$ cat src/rtl/lscw_pkg.sv
// Package for the leaf span carrier window block.
// Holds field widths, register indexes, register reset values and shared types.
// No dependencies.
package lscw_pkg;

  // Field widths
  localparam int unsigned POS_W      = 16;
  localparam int unsigned TRAVEL_W   = 17;
  localparam int unsigned CFG_IDX_W  = 3;
  localparam int unsigned CFG_DATA_W = 17;

  // Configuration register indexes
  localparam logic [CFG_IDX_W-1:0] REG_LEAF_RANGE          = 3'd0;
  localparam logic [CFG_IDX_W-1:0] REG_RANGE_ALLOWANCE     = 3'd1;
  localparam logic [CFG_IDX_W-1:0] REG_CARRIER_LOWER_LIMIT = 3'd2;
  localparam logic [CFG_IDX_W-1:0] REG_LEAF_CARRIER_GAP    = 3'd3;
  localparam logic [CFG_IDX_W-1:0] REG_LEAF_TRAVEL_LIMIT   = 3'd4;

  // Configuration register reset values
  localparam logic [POS_W-1:0]    RST_LEAF_RANGE          = 16'd25025;
  localparam logic [POS_W-1:0]    RST_RANGE_ALLOWANCE     = 16'd162;
  localparam logic [POS_W-1:0]    RST_CARRIER_LOWER_LIMIT = 16'd2600;
  localparam logic [POS_W-1:0]    RST_LEAF_CARRIER_GAP    = 16'd3250;
  localparam logic [TRAVEL_W-1:0] RST_LEAF_TRAVEL_LIMIT   = 17'd28275;

  // Configuration register set
  typedef struct packed {
    logic [POS_W-1:0]    leaf_range;
    logic [POS_W-1:0]    range_allowance;
    logic [POS_W-1:0]    carrier_lower_limit;
    logic [POS_W-1:0]    leaf_carrier_gap;
    logic [TRAVEL_W-1:0] leaf_travel_limit;
  } cfg_t;

  // Closed group record handed from the tracker to the window stage
  typedef struct packed {
    logic             vld;
    logic [POS_W-1:0] max;
    logic [POS_W-1:0] min;
  } grp_t;

endpackage

$ cat src/rtl/lscw_tracker.sv
// Running maximum and minimum tracker for the leaf span carrier window block.
// Closes a group on its last leaf and holds the group record for the window stage.
// Depends on lscw_pkg.
module lscw_tracker (
  input  logic                      clk,
  input  logic                      rst_n,
  input  logic                      in_valid,
  output logic                      in_ready,
  input  logic [lscw_pkg::POS_W-1:0] in_leaf_position,
  input  logic                      in_last_leaf,
  output lscw_pkg::grp_t            grp,
  input  logic                      grp_take
);

  logic                       group_start_r, group_start_nxt;
  logic [lscw_pkg::POS_W-1:0] running_max_r, running_max_nxt;
  logic [lscw_pkg::POS_W-1:0] running_min_r, running_min_nxt;
  logic                       grp_vld_r, grp_vld_nxt;
  logic [lscw_pkg::POS_W-1:0] grp_max_r;
  logic [lscw_pkg::POS_W-1:0] grp_min_r;
  logic                       in_acc;

  // Accept while the group record is free or leaving this cycle
  assign in_ready = !grp_vld_r || grp_take;
  assign in_acc   = in_valid && in_ready;

  // Fold the new position into the running extremes
  always_comb begin
    if (group_start_r) begin
      running_max_nxt = in_leaf_position;
      running_min_nxt = in_leaf_position;
    end else begin
      running_max_nxt = (in_leaf_position > running_max_r) ? in_leaf_position : running_max_r;
      running_min_nxt = (in_leaf_position < running_min_r) ? in_leaf_position : running_min_r;
    end
  end

  // Track group boundaries and the record valid flag
  always_comb begin
    group_start_nxt = group_start_r;
    grp_vld_nxt     = grp_vld_r;
    if (grp_take) begin
      grp_vld_nxt = 1'b0;
    end
    if (in_acc) begin
      group_start_nxt = in_last_leaf;
      if (in_last_leaf) begin
        grp_vld_nxt = 1'b1;
      end
    end
  end

  // Control state
  always_ff @(posedge clk) begin
    if (!rst_n) begin
      group_start_r <= 1'b1;
      grp_vld_r     <= 1'b0;
    end else begin
      group_start_r <= group_start_nxt;
      grp_vld_r     <= grp_vld_nxt;
    end
  end

  // Extremes and closed group record
  always_ff @(posedge clk) begin
    if (!rst_n) begin
      running_max_r <= '0;
      running_min_r <= '0;
    end else if (in_acc) begin
      running_max_r <= running_max_nxt;
      running_min_r <= running_min_nxt;
      if (in_last_leaf) begin
        grp_max_r <= running_max_nxt;
        grp_min_r <= running_min_nxt;
      end
    end
  end

  assign grp.vld = grp_vld_r;
  assign grp.max = grp_max_r;
  assign grp.min = grp_min_r;

  // A held group record is ordered
  a_grp_order: assert property (@(posedge clk) disable iff (!rst_n)
    grp_vld_r |-> (grp_min_r <= grp_max_r))
    else $error("group record minimum above maximum");

  // Running extremes stay ordered inside a group
  a_run_order: assert property (@(posedge clk) disable iff (!rst_n)
    !group_start_r |-> (running_min_r <= running_max_r))
    else $error("running minimum above maximum");

  // A closing transaction always leaves a record behind
  a_close_rec: assert property (@(posedge clk) disable iff (!rst_n)
    (in_acc && in_last_leaf) |=> (grp_vld_r && group_start_r))
    else $error("closing transaction lost its group record");

endmodule

$ cat src/rtl/lscw_window.sv
// Carrier window stage for the leaf span carrier window block.
// Checks the span, derives and clamps the window bounds and holds the result register.
// Depends on lscw_pkg.
module lscw_window (
  input  logic                        clk,
  input  logic                        rst_n,
  input  lscw_pkg::cfg_t              cfg,
  input  lscw_pkg::grp_t              grp,
  output logic                        grp_take,
  output logic                        out_valid,
  input  logic                        out_ready,
  output logic [lscw_pkg::POS_W-1:0]  out_carrier_low,
  output logic [lscw_pkg::POS_W-1:0]  out_carrier_high,
  output logic [lscw_pkg::POS_W-1:0]  out_leaf_maximum,
  output logic                        out_span_error
);

  localparam int unsigned DW = lscw_pkg::POS_W + 2;

  logic                       out_vld_r, out_vld_nxt;
  logic [lscw_pkg::POS_W-1:0] low_r, high_r, max_r;
  logic                       err_r;

  logic [lscw_pkg::POS_W-1:0] span;
  logic [lscw_pkg::POS_W:0]   span_lim;
  logic                       err;
  logic signed [DW-1:0]       lo_diff, hi_diff, lim_ext;
  logic [lscw_pkg::POS_W-1:0] lo_raw, hi_raw, lo_fin, hi_fin;

  // Load the result register when it is empty or being drained
  assign grp_take = grp.vld && (!out_vld_r || out_ready);

  // Span check at 17 bits
  assign span     = grp.max - grp.min;
  assign span_lim = {1'b0, cfg.leaf_range} + {1'b0, cfg.range_allowance};
  assign err      = {1'b0, span} > span_lim;

  // Signed bound differences, raised to the carrier lower limit
  assign lo_diff = $signed({2'b00, grp.max}) - $signed({1'b0, cfg.leaf_travel_limit});
  assign hi_diff = $signed({2'b00, grp.min}) - $signed({2'b00, cfg.leaf_carrier_gap});
  assign lim_ext = $signed({2'b00, cfg.carrier_lower_limit});

  assign lo_raw = (lo_diff >= lim_ext) ? lo_diff[lscw_pkg::POS_W-1:0] : cfg.carrier_lower_limit;
  assign hi_raw = (hi_diff >= lim_ext) ? hi_diff[lscw_pkg::POS_W-1:0] : cfg.carrier_lower_limit;

  // Pull low down to high when the window inverts; zero window on error
  always_comb begin
    if (err) begin
      lo_fin = '0;
      hi_fin = '0;
    end else begin
      hi_fin = hi_raw;
      lo_fin = (hi_raw < lo_raw) ? hi_raw : lo_raw;
    end
  end

  // Result valid flag
  always_comb begin
    out_vld_nxt = out_vld_r;
    if (out_vld_r && out_ready) begin
      out_vld_nxt = 1'b0;
    end
    if (grp_take) begin
      out_vld_nxt = 1'b1;
    end
  end

  always_ff @(posedge clk) begin
    if (!rst_n) begin
      out_vld_r <= 1'b0;
    end else begin
      out_vld_r <= out_vld_nxt;
    end
  end

  // Result payload
  always_ff @(posedge clk) begin
    if (grp_take) begin
      low_r  <= lo_fin;
      high_r <= hi_fin;
      max_r  <= grp.max;
      err_r  <= err;
    end
  end

  assign out_valid        = out_vld_r;
  assign out_carrier_low  = low_r;
  assign out_carrier_high = high_r;
  assign out_leaf_maximum = max_r;
  assign out_span_error   = err_r;

  // An error result carries a zero window
  a_err_zero: assert property (@(posedge clk) disable iff (!rst_n)
    (out_vld_r && err_r) |-> (low_r == '0 && high_r == '0))
    else $error("span error result with nonzero window");

  // A good window is never inverted
  a_win_order: assert property (@(posedge clk) disable iff (!rst_n)
    (out_vld_r && !err_r) |-> (low_r <= high_r))
    else $error("carrier window inverted");

  // A good window never falls below the carrier lower limit
  a_win_floor: assert property (@(posedge clk) disable iff (!rst_n)
    (grp_take && !err) |-> (lo_fin >= cfg.carrier_lower_limit))
    else $error("carrier window below lower limit");

endmodule

$ cat src/rtl/leaf_span_carrier_window.sv
// Top level of the leaf span carrier window block: configuration registers,
// tracker and window stage. Depends on lscw_pkg, lscw_tracker and lscw_window.
//
// Leaf positions stream in one transaction per cycle; a group ends at the
// transaction with in_last_leaf set, and that group's single result passes
// through the tracker's group record and then the output register. Sustained
// rate is one leaf per cycle while the output is not stalled: the tracker
// compare and the window subtract-and-clamp each take one register stage.
// in_ready drops only while a closed group waits behind a stalled output.
// Configuration writes are taken every cycle (cfg_ready is tied high) and must
// only happen while the block is idle; writes to unknown indexes are dropped.
module leaf_span_carrier_window (
  input  logic                            clk,
  input  logic                            rst_n,
  input  logic                            in_valid,
  output logic                            in_ready,
  input  logic [lscw_pkg::POS_W-1:0]      in_leaf_position,
  input  logic                            in_last_leaf,
  output logic                            out_valid,
  input  logic                            out_ready,
  output logic [lscw_pkg::POS_W-1:0]      out_carrier_low,
  output logic [lscw_pkg::POS_W-1:0]      out_carrier_high,
  output logic [lscw_pkg::POS_W-1:0]      out_leaf_maximum,
  output logic                            out_span_error,
  input  logic                            cfg_valid,
  output logic                            cfg_ready,
  input  logic [lscw_pkg::CFG_IDX_W-1:0]  cfg_index,
  input  logic [lscw_pkg::CFG_DATA_W-1:0] cfg_data
);

  lscw_pkg::cfg_t cfg_r;
  lscw_pkg::grp_t grp;
  logic           grp_take;

  assign cfg_ready = 1'b1;

  // Configuration registers
  always_ff @(posedge clk) begin
    if (!rst_n) begin
      cfg_r.leaf_range          <= lscw_pkg::RST_LEAF_RANGE;
      cfg_r.range_allowance     <= lscw_pkg::RST_RANGE_ALLOWANCE;
      cfg_r.carrier_lower_limit <= lscw_pkg::RST_CARRIER_LOWER_LIMIT;
      cfg_r.leaf_carrier_gap    <= lscw_pkg::RST_LEAF_CARRIER_GAP;
      cfg_r.leaf_travel_limit   <= lscw_pkg::RST_LEAF_TRAVEL_LIMIT;
    end else if (cfg_valid && cfg_ready) begin
      case (cfg_index)
        lscw_pkg::REG_LEAF_RANGE:
          cfg_r.leaf_range <= cfg_data[lscw_pkg::POS_W-1:0];
        lscw_pkg::REG_RANGE_ALLOWANCE:
          cfg_r.range_allowance <= cfg_data[lscw_pkg::POS_W-1:0];
        lscw_pkg::REG_CARRIER_LOWER_LIMIT:
          cfg_r.carrier_lower_limit <= cfg_data[lscw_pkg::POS_W-1:0];
        lscw_pkg::REG_LEAF_CARRIER_GAP:
          cfg_r.leaf_carrier_gap <= cfg_data[lscw_pkg::POS_W-1:0];
        lscw_pkg::REG_LEAF_TRAVEL_LIMIT:
          cfg_r.leaf_travel_limit <= cfg_data[lscw_pkg::TRAVEL_W-1:0];
        default: begin
        end
      endcase
    end
  end

  // Running extremes and group closing
  lscw_tracker u_tracker (
    .clk              (clk),
    .rst_n            (rst_n),
    .in_valid         (in_valid),
    .in_ready         (in_ready),
    .in_leaf_position (in_leaf_position),
    .in_last_leaf     (in_last_leaf),
    .grp              (grp),
    .grp_take         (grp_take)
  );

  // Span check, window bounds and result register
  lscw_window u_window (
    .clk              (clk),
    .rst_n            (rst_n),
    .cfg              (cfg_r),
    .grp              (grp),
    .grp_take         (grp_take),
    .out_valid        (out_valid),
    .out_ready        (out_ready),
    .out_carrier_low  (out_carrier_low),
    .out_carrier_high (out_carrier_high),
    .out_leaf_maximum (out_leaf_maximum),
    .out_span_error   (out_span_error)
  );

endmodule
$ cat config.mk
export PLATFORM = sky130hd
export DESIGN_NAME = leaf_span_carrier_window
export DESIGN_NICKNAME = d
export VERILOG_FILES = /design/src/rtl/lscw_pkg.sv /design/src/rtl/lscw_tracker.sv /design/src/rtl/lscw_window.sv /design/src/rtl/leaf_span_carrier_window.sv
export SDC_FILE = /design/constraint.sdc
export NUM_CORES = 1
export LEC_CHECK = 0
export ABC_AREA = 0
export BUFFER_PORTS_ARGS = -buffer_cell sky130_fd_sc_hd__buf_2
export CORE_ASPECT_RATIO = 0.9
export CORE_UTILIZATION = 45
export CTS_CLUSTER_DIAMETER = 40
export DETAILED_ROUTE_END_ITERATION = 16
export GPL_ROUTABILITY_DRIVEN = 1
export PLACE_DENSITY_LB_ADDON = 0.2
export SKIP_LAST_GASP = 1
export SYNTH_ARGS = -nofsm -noshare
export SYNTH_HDL_FRONTEND = slang
export SYNTH_SLANG_ARGS = --single-unit
$ cat constraint.sdc
create_clock -name clk -period 17.6 [get_ports clk]
set_input_delay 0.88 -clock clk [delete_from_list [all_inputs] [get_ports clk]]
set_output_delay 0.88 -clock clk [all_outputs]
set_load 0.03 [all_outputs]
; ---- Yosys cells after proc, flatten, opt, wreduce, memory -nomap -nowiden
; Index checks and enable logic that the tools add are counted.
; Widths: inputs -> output; s select.
[word_totals]
output_inout_bits = 52
ff_bits = 197
[op_classes]
eq_ne = 4
n_reduce_logical = 15
n_lt_le_gt_ge = 6
n_addsub = 4
muxes = 12
[op_table]
columns = operator, count
row1 = $mux 16, 7
row2 = $ge 18x17->1, 2
row3 = $lt 16x16->1, 2
row4 = $sub 16x17->18, 1
row5 = $add 16x16->17, 1
row6 = $gt 16x17->1, 1
row7 = $sub 16x16->17, 1
row8 = $gt 16x16->1, 1
row9 = $sub 16x16->16, 1
row10 = $reduce_and 2->1, 5
row11 = $eq 3x2->1 const B, 2
row12 = $mux 1, 5
row13 = $eq 3x1->1 const B, 1
row14 = $eq 3x3->1 const B, 1
row15 = $logic_and 1x1->1, 3
row16 = $logic_not 3->1, 1
row17 = $reduce_and 3->1, 1
row18 = $logic_not 1->1, 2
row19 = $logic_or 1x1->1, 2
row20 = $reduce_bool 2->1, 1

; ---- Logic depth before layout (Yosys ltp)
[depth]
ltp_word = 6
ltp_mapped = 33

; ---- Cells and area by module
; A second synthesis with hierarchy kept.
[hier_totals]
cells_unflattened = 1424
area_unflattened_um2 = 13434.1
[by_module_without_submodules]
columns = mod, instances, seq_area_each_um2, cells_each, area_per_inst_um2
row1 = lscw_window, 1, 1491.4, 800, 6740.2
row2 = lscw_tracker, 1, 1641.6, 316, 3514.6
row3 = leaf_span_carrier_window, 1, 1621.6, 308, 3179.3

; ---- Worst setup path before layout
; Ideal clock, no wire load.
[synth_timing]
kind = register to register
from = reg u_tracker.grp_min_r[0] (netlist name)
to = reg u_window.low_r (netlist bit u_window.out_carrier_low[1]), data pin
path_stages_with_launch = 32
arrival_time_ps = 5774
slack_ps = 11572
setup_time_ps = 254
cell_sequence = edfxtp_1 inv_1 ha_1 fa_1 nor2b_1 o31ai_1 a2111oi_1 a211o_1 a21oi_1 o21ai_0 xor2_1 ha_1 nand4_1 nor2_1 nand2_1 a211o_1 a31oi_1 clkbuf_1 nor2_1 a21oi_1 inv_1 ha_1 a21o_1 a21o_1 a21oi_1 o31ai_1 a2111oi_0 nand2_1 o31ai_4 buf_6 nor3_1 a21o_1
[synth_between]
elab_chain_cells = 5
word_cells_on_any_way = 7
cone_classes = 2 x add/sub / 3 x order compare / 2 x mux
[synth_rtl]
columns = element, line
row1 = "start, declared", lscw_tracker.sv:20  ; logic [lscw_pkg::POS_W-1:0] grp_min_r;
row2 = "start signal, assigned", lscw_tracker.sv:74  ; grp_min_r <= running_min_nxt;
row3 = $sub 16x16->17 *, lscw_window.sv:40  ; assign hi_diff = $signed({2'b00, grp.min}) - $signed({2'b00, cfg.leaf_carrier_gap});
row4 = $ge 18x17->1, lscw_window.sv:44  ; assign hi_raw = (hi_diff >= lim_ext) ? hi_diff[lscw_pkg::POS_W-1:0] : cfg.carrier_lower_limit;
row5 = $mux 16 *, lscw_window.sv:44
row6 = "named net u_window.hi_raw, one bit", lscw_window.sv:28  ; logic [lscw_pkg::POS_W-1:0] lo_raw, hi_raw, lo_fin, hi_fin;
row7 = $lt 16x16->1 *, lscw_window.sv:53  ; lo_fin = (hi_raw < lo_raw) ? hi_raw : lo_raw;
row8 = $mux 16 *, lscw_window.sv:53
row9 = "end signal, assigned", lscw_window.sv:79  ; low_r <= lo_fin;
row10 = "end, declared", lscw_window.sv:21  ; logic [lscw_pkg::POS_W-1:0] low_r, high_r, max_r;
; The timed path passes the listed nets; every way through them passes the cells marked *.
; A chain may end at the register's enable or synchronous reset.

; ---- Final worst setup path
[layout_timing]
from = reg u_tracker.grp_max_r[0] (netlist name)
to = reg u_window.low_r (netlist bit u_window.out_carrier_low[11]), data pin
[layout_between]
elab_chain_cells = 5
word_cells_on_any_way = 7
cone_classes = 2 x add/sub / 3 x order compare / 2 x mux
[layout_rtl]
columns = element, line
row1 = "start, declared", lscw_tracker.sv:19  ; logic [lscw_pkg::POS_W-1:0] grp_max_r;
row2 = "start signal, assigned", lscw_tracker.sv:73  ; grp_max_r <= running_max_nxt;
row3 = $sub 16x17->18, lscw_window.sv:39  ; assign lo_diff = $signed({2'b00, grp.max}) - $signed({1'b0, cfg.leaf_travel_limit});
row4 = $ge 18x17->1, lscw_window.sv:43  ; assign lo_raw = (lo_diff >= lim_ext) ? lo_diff[lscw_pkg::POS_W-1:0] : cfg.carrier_lower_limit;
row5 = $mux 16, lscw_window.sv:43
row6 = $lt 16x16->1, lscw_window.sv:53
row7 = $mux 16, lscw_window.sv:53
; Parallel ways exist; a longest one is shown, timed or not.

==> metrics.txt <==
# TYPE chip_impl_metric gauge
chip_impl_metric{name="via_per_inst",unit=""} 5.48
chip_impl_metric{name="worst_pin_slew",unit="ps"} 1140
chip_impl_metric{name="final-hold-violation-count",unit=""} 0
chip_impl_metric{name="worst-endpoint-arrival",unit="ps"} 7450
chip_impl_info{name="setup.worst_path.class",value="flip-flop to flip-flop"} 1
chip_impl_metric{name="postLayoutCoreUtil",unit="%"} 51.2
chip_impl_metric{name="detailedRoute.firstPassIterationCount",unit=""} 5
chip_impl_metric{name="dpl.cell_count",unit=""} 1804
chip_impl_metric{name="clockPowerShare",unit="%"} 33.1
chip_impl_metric{name="grt_use_met1",unit="%"} 33.1
chip_impl_metric{name="ys_ff_latch",unit=""} 197
chip_impl_metric{name="die_area",unit="sq um"} 28600
chip_impl_metric{name="maxSlewHeadroom",unit="%"} 24.2
chip_impl_info{name="root_buffer",value="clkbuf_16"} 1
chip_impl_metric{name="clock_insertion_delay_worst_skew",unit="ps"} 460
chip_impl_metric{name="place.detailed.hpwl",unit="um"} 25500
chip_impl_metric{name="die_w",unit="um"} 178
chip_impl_metric{name="globalRouteOverflowTotal",unit=""} 0
chip_impl_metric{name="tns",unit="ps"} 0
chip_impl_metric{name="setup_viol",unit=""} 0
chip_impl_info{name="synthTopCellsByArea",value="edfxtp_1, dfxtp_1, ha_1, a21oi_1, nand2_1"} 1
chip_impl_metric{name="placedInstanceArea",unit="sq um"} 13400
chip_impl_metric{name="register_area",unit="sq um"} 4750
chip_impl_info{name="synth_top_area_cell",value="edfxtp_1"} 1
chip_impl_metric{name="grt_pass1_vias",unit=""} 9480
chip_impl_metric{name="synthesis.yosys.warnings",unit=""} 0
chip_impl_metric{name="numCtsBuffers",unit=""} 17
chip_impl_metric{name="final_nets",unit=""} 1672
chip_impl_metric{name="antenna_cells",unit=""} 0
chip_impl_info{name="critPathCaptureType",value="flip-flop"} 1
chip_impl_metric{name="ir_drop",unit="mV"} 0.0631
chip_impl_metric{name="power.switching_fraction",unit="%"} 32.0
chip_impl_metric{name="yosysUniqueCellTypes",unit=""} 66
chip_impl_metric{name="fillerInstances",unit=""} 2599
chip_impl_metric{name="syn-cell-area",unit="sq um"} 12600
chip_impl_metric{name="place_congestion",unit=""} 0.880
chip_impl_metric{name="synthesis.nets",unit=""} 1596
chip_impl_metric{name="clock_sinks",unit=""} 197
chip_impl_metric{name="timing.final.crit_period",unit="ps"} 7240
chip_impl_metric{name="drt.antenna.violating_nets",unit=""} 0
chip_impl_metric{name="synth_largest_type_area_fraction",unit="%"} 19.4
chip_impl_metric{name="fp-row-count",unit=""} 57
chip_impl_metric{name="initialDrtViolationCount",unit=""} 841
chip_impl_metric{name="power.share.sequential",unit="%"} 43.5
chip_impl_metric{name="cp.required",unit="ps"} 17810
chip_impl_metric{name="placement.io_buffers",unit=""} 92
chip_impl_metric{name="fin_worst_skew",unit="ps"} 19.1
chip_impl_info{name="cts_tree",value="done"} 1
chip_impl_metric{name="pin_count_of_the_biggest_net_entering_global_routing",unit=""} 87
chip_impl_metric{name="i_o_pin_count",unit=""} 94
chip_impl_metric{name="via_count",unit=""} 10100
chip_impl_metric{name="synthToLayoutAreaGrowth",unit="%"} 11.0
chip_impl_metric{name="post_cts_buffers",unit=""} 0
chip_impl_info{name="grt.busiest_layer",value="met2"} 1
chip_impl_metric{name="ys_seq_area_share",unit="%"} 37.9
chip_impl_metric{name="antenna_found_initial",unit=""} 1
chip_impl_metric{name="path_buf_inv",unit=""} 1
chip_impl_metric{name="synth_area_per_cell",unit="sq um"} 9.02
chip_impl_info{name="grt_setup_unrepaired",value="false"} 1
chip_impl_metric{name="drive_gt1_share",unit="%"} 12.0
chip_impl_info{name="path_delay_family",value="compound AO/OA/AOI/OAI gates"} 1
chip_impl_metric{name="final-max-slew-violation-count",unit=""} 0
chip_impl_metric{name="achievable_clock_frequency",unit="MHz"} 138
chip_impl_metric{name="finalHoldWorstSlack",unit="ps"} 449
chip_impl_metric{name="chipHeight",unit="um"} 160
chip_impl_metric{name="pre_cts_ws",unit="ps"} 10510
chip_impl_metric{name="track_usage",unit="%"} 23.9
chip_impl_metric{name="async_reset_ff_share",unit="%"} 0
chip_impl_metric{name="synth_enable_flop_cells",unit=""} 81
chip_impl_info{name="status",value="finished, final reports clean"} 1
chip_impl_metric{name="wirelength",unit="um"} 33400
chip_impl_metric{name="crit_path_max_fanout",unit=""} 32
chip_impl_metric{name="comb_power_share",unit="%"} 23.5
chip_impl_metric{name="worst_setup_hold_path_clk_slew",unit="ps"} 90
chip_impl_metric{name="initial_utilization",unit="%"} 46.1
chip_impl_metric{name="final_critical_path_setup_slack",unit="ps"} 10360
chip_impl_metric{name="total_switching_power",unit="mW"} 0.376
chip_impl_metric{name="clock_path_buffers",unit=""} 2
chip_impl_metric{name="cellInternalPower",unit="mW"} 0.799
chip_impl_metric{name="power_density",unit="nW/um^2"} 84.3
chip_impl_metric{name="post-route-period-util",unit="%"} 41.1
chip_impl_metric{name="grt_util_met2",unit="%"} 37.4
chip_impl_metric{name="instances_no_fill",unit=""} 1836
chip_impl_metric{name="finalPower",unit="mW"} 1.18
chip_impl_metric{name="max_cap_viol_count",unit=""} 0
chip_impl_info{name="critical_path.startpoint_type",value="flip-flop"} 1
chip_impl_metric{name="use_met3",unit="%"} 4.90
chip_impl_metric{name="cpPeakStageDelay",unit="ps"} 920
chip_impl_metric{name="design.core.area",unit="sq um"} 27200
chip_impl_info{name="worst_hold_check_path_type",value="flip-flop to flip-flop"} 1
chip_impl_info{name="synth_ff_type",value="dfxtp_1"} 1
chip_impl_metric{name="grt_first_pass_wirelength",unit="um"} 51900
chip_impl_metric{name="cts_resized",unit=""} 0
chip_impl_metric{name="post_synthesis_cell_count",unit=""} 1393
chip_impl_metric{name="clock_h_tree_levels",unit=""} 4
chip_impl_info{name="timing.critical_path.slowest_stage_cell",value="o31ai_4"} 1
chip_impl_metric{name="hold_buffers",unit=""} 0
chip_impl_metric{name="leakagePower",unit="nW"} 6.06
chip_impl_metric{name="final_cell_area_excluding_filler_cells",unit="sq um"} 13900
chip_impl_metric{name="drt_drc_violations_left",unit=""} 0
chip_impl_metric{name="wire_per_inst",unit="um"} 18.2
chip_impl_metric{name="multi_input_area",unit="sq um"} 7150
## worst register-to-register path, cell delays in order (launching register included)
cell and delay [ps]:
edfxtp_1 350, inv_1 80, ha_1 220, fa_1 400, nor2b_1 180, o2111ai_1 160, nand3_1 190, a31oi_1 110
o21ai_0 210, o21ai_0 100, a21boi_0 340, ha_1 210, and4_1 180, o2111ai_1 150, a21oi_1 230, o311a_1 920
nor2_1 90, a21oi_1 240, ha_1 290, a21o_1 160, a21o_1 160, a21oi_1 140, o31ai_1 100, a2111oi_0 390
nand2_1 150, o31ai_4 920, nor3_1 120, a21o_1 210
## placed cells by master, fill, tap and decap left out, drive strengths merged, types with 6 or more instances in the layout
master,instances
nand4,12
o21a,18
a31oi,8
ha,157
a21o,41
o211ai,24
mux2,33
nand3,25
inv,142
o31ai,6
nand2,173
o21bai,13
a2111oi,7
nor2b,19
mux2i,34
nor2,111
nand2b,19
o21ai,36
buf,101
nor3,27
xnor2,39
edfxtp,81
and3,9
clkbuf,19
xor2,11
a21oi,135
dfxtp,116
a211oi,9
## per-layer routing
metal	up-vias	part of all wire, %
li1	5059	-
met1	4705	47
met2	267	45
met3	37	6.6
met4	2	1.7
met5	-	0.048
## state kept, by name, summed over array words and instances, names as in the netlist
name	cells
u_tracker.running_max_r	16
u_window.out_leaf_maximum	16
u_window.out_valid	1
u_tracker.grp_min_r	16
u_window.out_span_error	1
u_tracker.grp_max_r	16
u_tracker.group_start_r	1
u_tracker.running_min_r	16
cfg_r	81
u_window.out_carrier_high	16
u_tracker.grp_vld_r	1
u_window.out_carrier_low	16
## Yosys cell counts, drive strengths merged (19+ instances only)
cell,count
a21oi,135
nor3,27
nand2,173
clkbuf,37
nor2,111
mux2,33
nor2b,19
mux2i,34
ha,157
inv,133
edfxtp,81
dfxtp,116
o21ai,36
o211ai,24
nand2b,19
nand3,25
xnor2,39
a21o,41
## worst paths after layout
path / startpoint / to / slack [ps] / depth (start not counted)
min: u_tracker.grp_max_r[0] / u_window.out_leaf_maximum[0] / 450 / 0
max: u_tracker.grp_max_r[0] / u_window.out_carrier_low[11] / 10360 / 27
max reg2reg: u_tracker.grp_max_r[0] / u_window.out_carrier_low[11] / 10360 / 27
min reg2reg: u_tracker.grp_max_r[0] / u_window.out_leaf_maximum[0] / 450 / 0
## power by group through the flow
stage / sequential (mW) / combinational, mW / clock, mW
after floorplan: 0.530 / 0.192 / 0
after global placement: 0.521 / 0.271 / 0
after detailed placement: 0.521 / 0.274 / 0
after CTS: 0.511 / 0.276 / 0.395
after global routing: 0.513 / 0.308 / 0.414
final: 0.511 / 0.276 / 0.389
## final cells by class
| type | instances | area share, % |
|---|---|---|
| Multi-Input combinational cell | 1019 | 51.3 |
| Sequential cell | 197 | 34.1 |
| Timing Repair Buffer | 101 | 3.79 |
| Inverter | 133 | 3.59 |
| Clock buffer | 19 | 3.18 |
| Tap cell | 354 | 3.18 |
| Clock inverter | 13 | 0.915 |
## logic make-up (layout without fill, tap and decap cells)
family          after synthesis  count (layout)  synth area share (%)
compound gates              325             325                  16.6
flops                       197             197                  37.9
other cells                   1               1                0.0299
simple gates                415             415                  14.6
buf+inv                     177             266                  5.49
fa+ha+maj                   161             161                  16.3
xor+xnor                     50              50                  3.49
mux                          67              67                  5.70
Note: power is estimated with default switching activity, not from simulation.
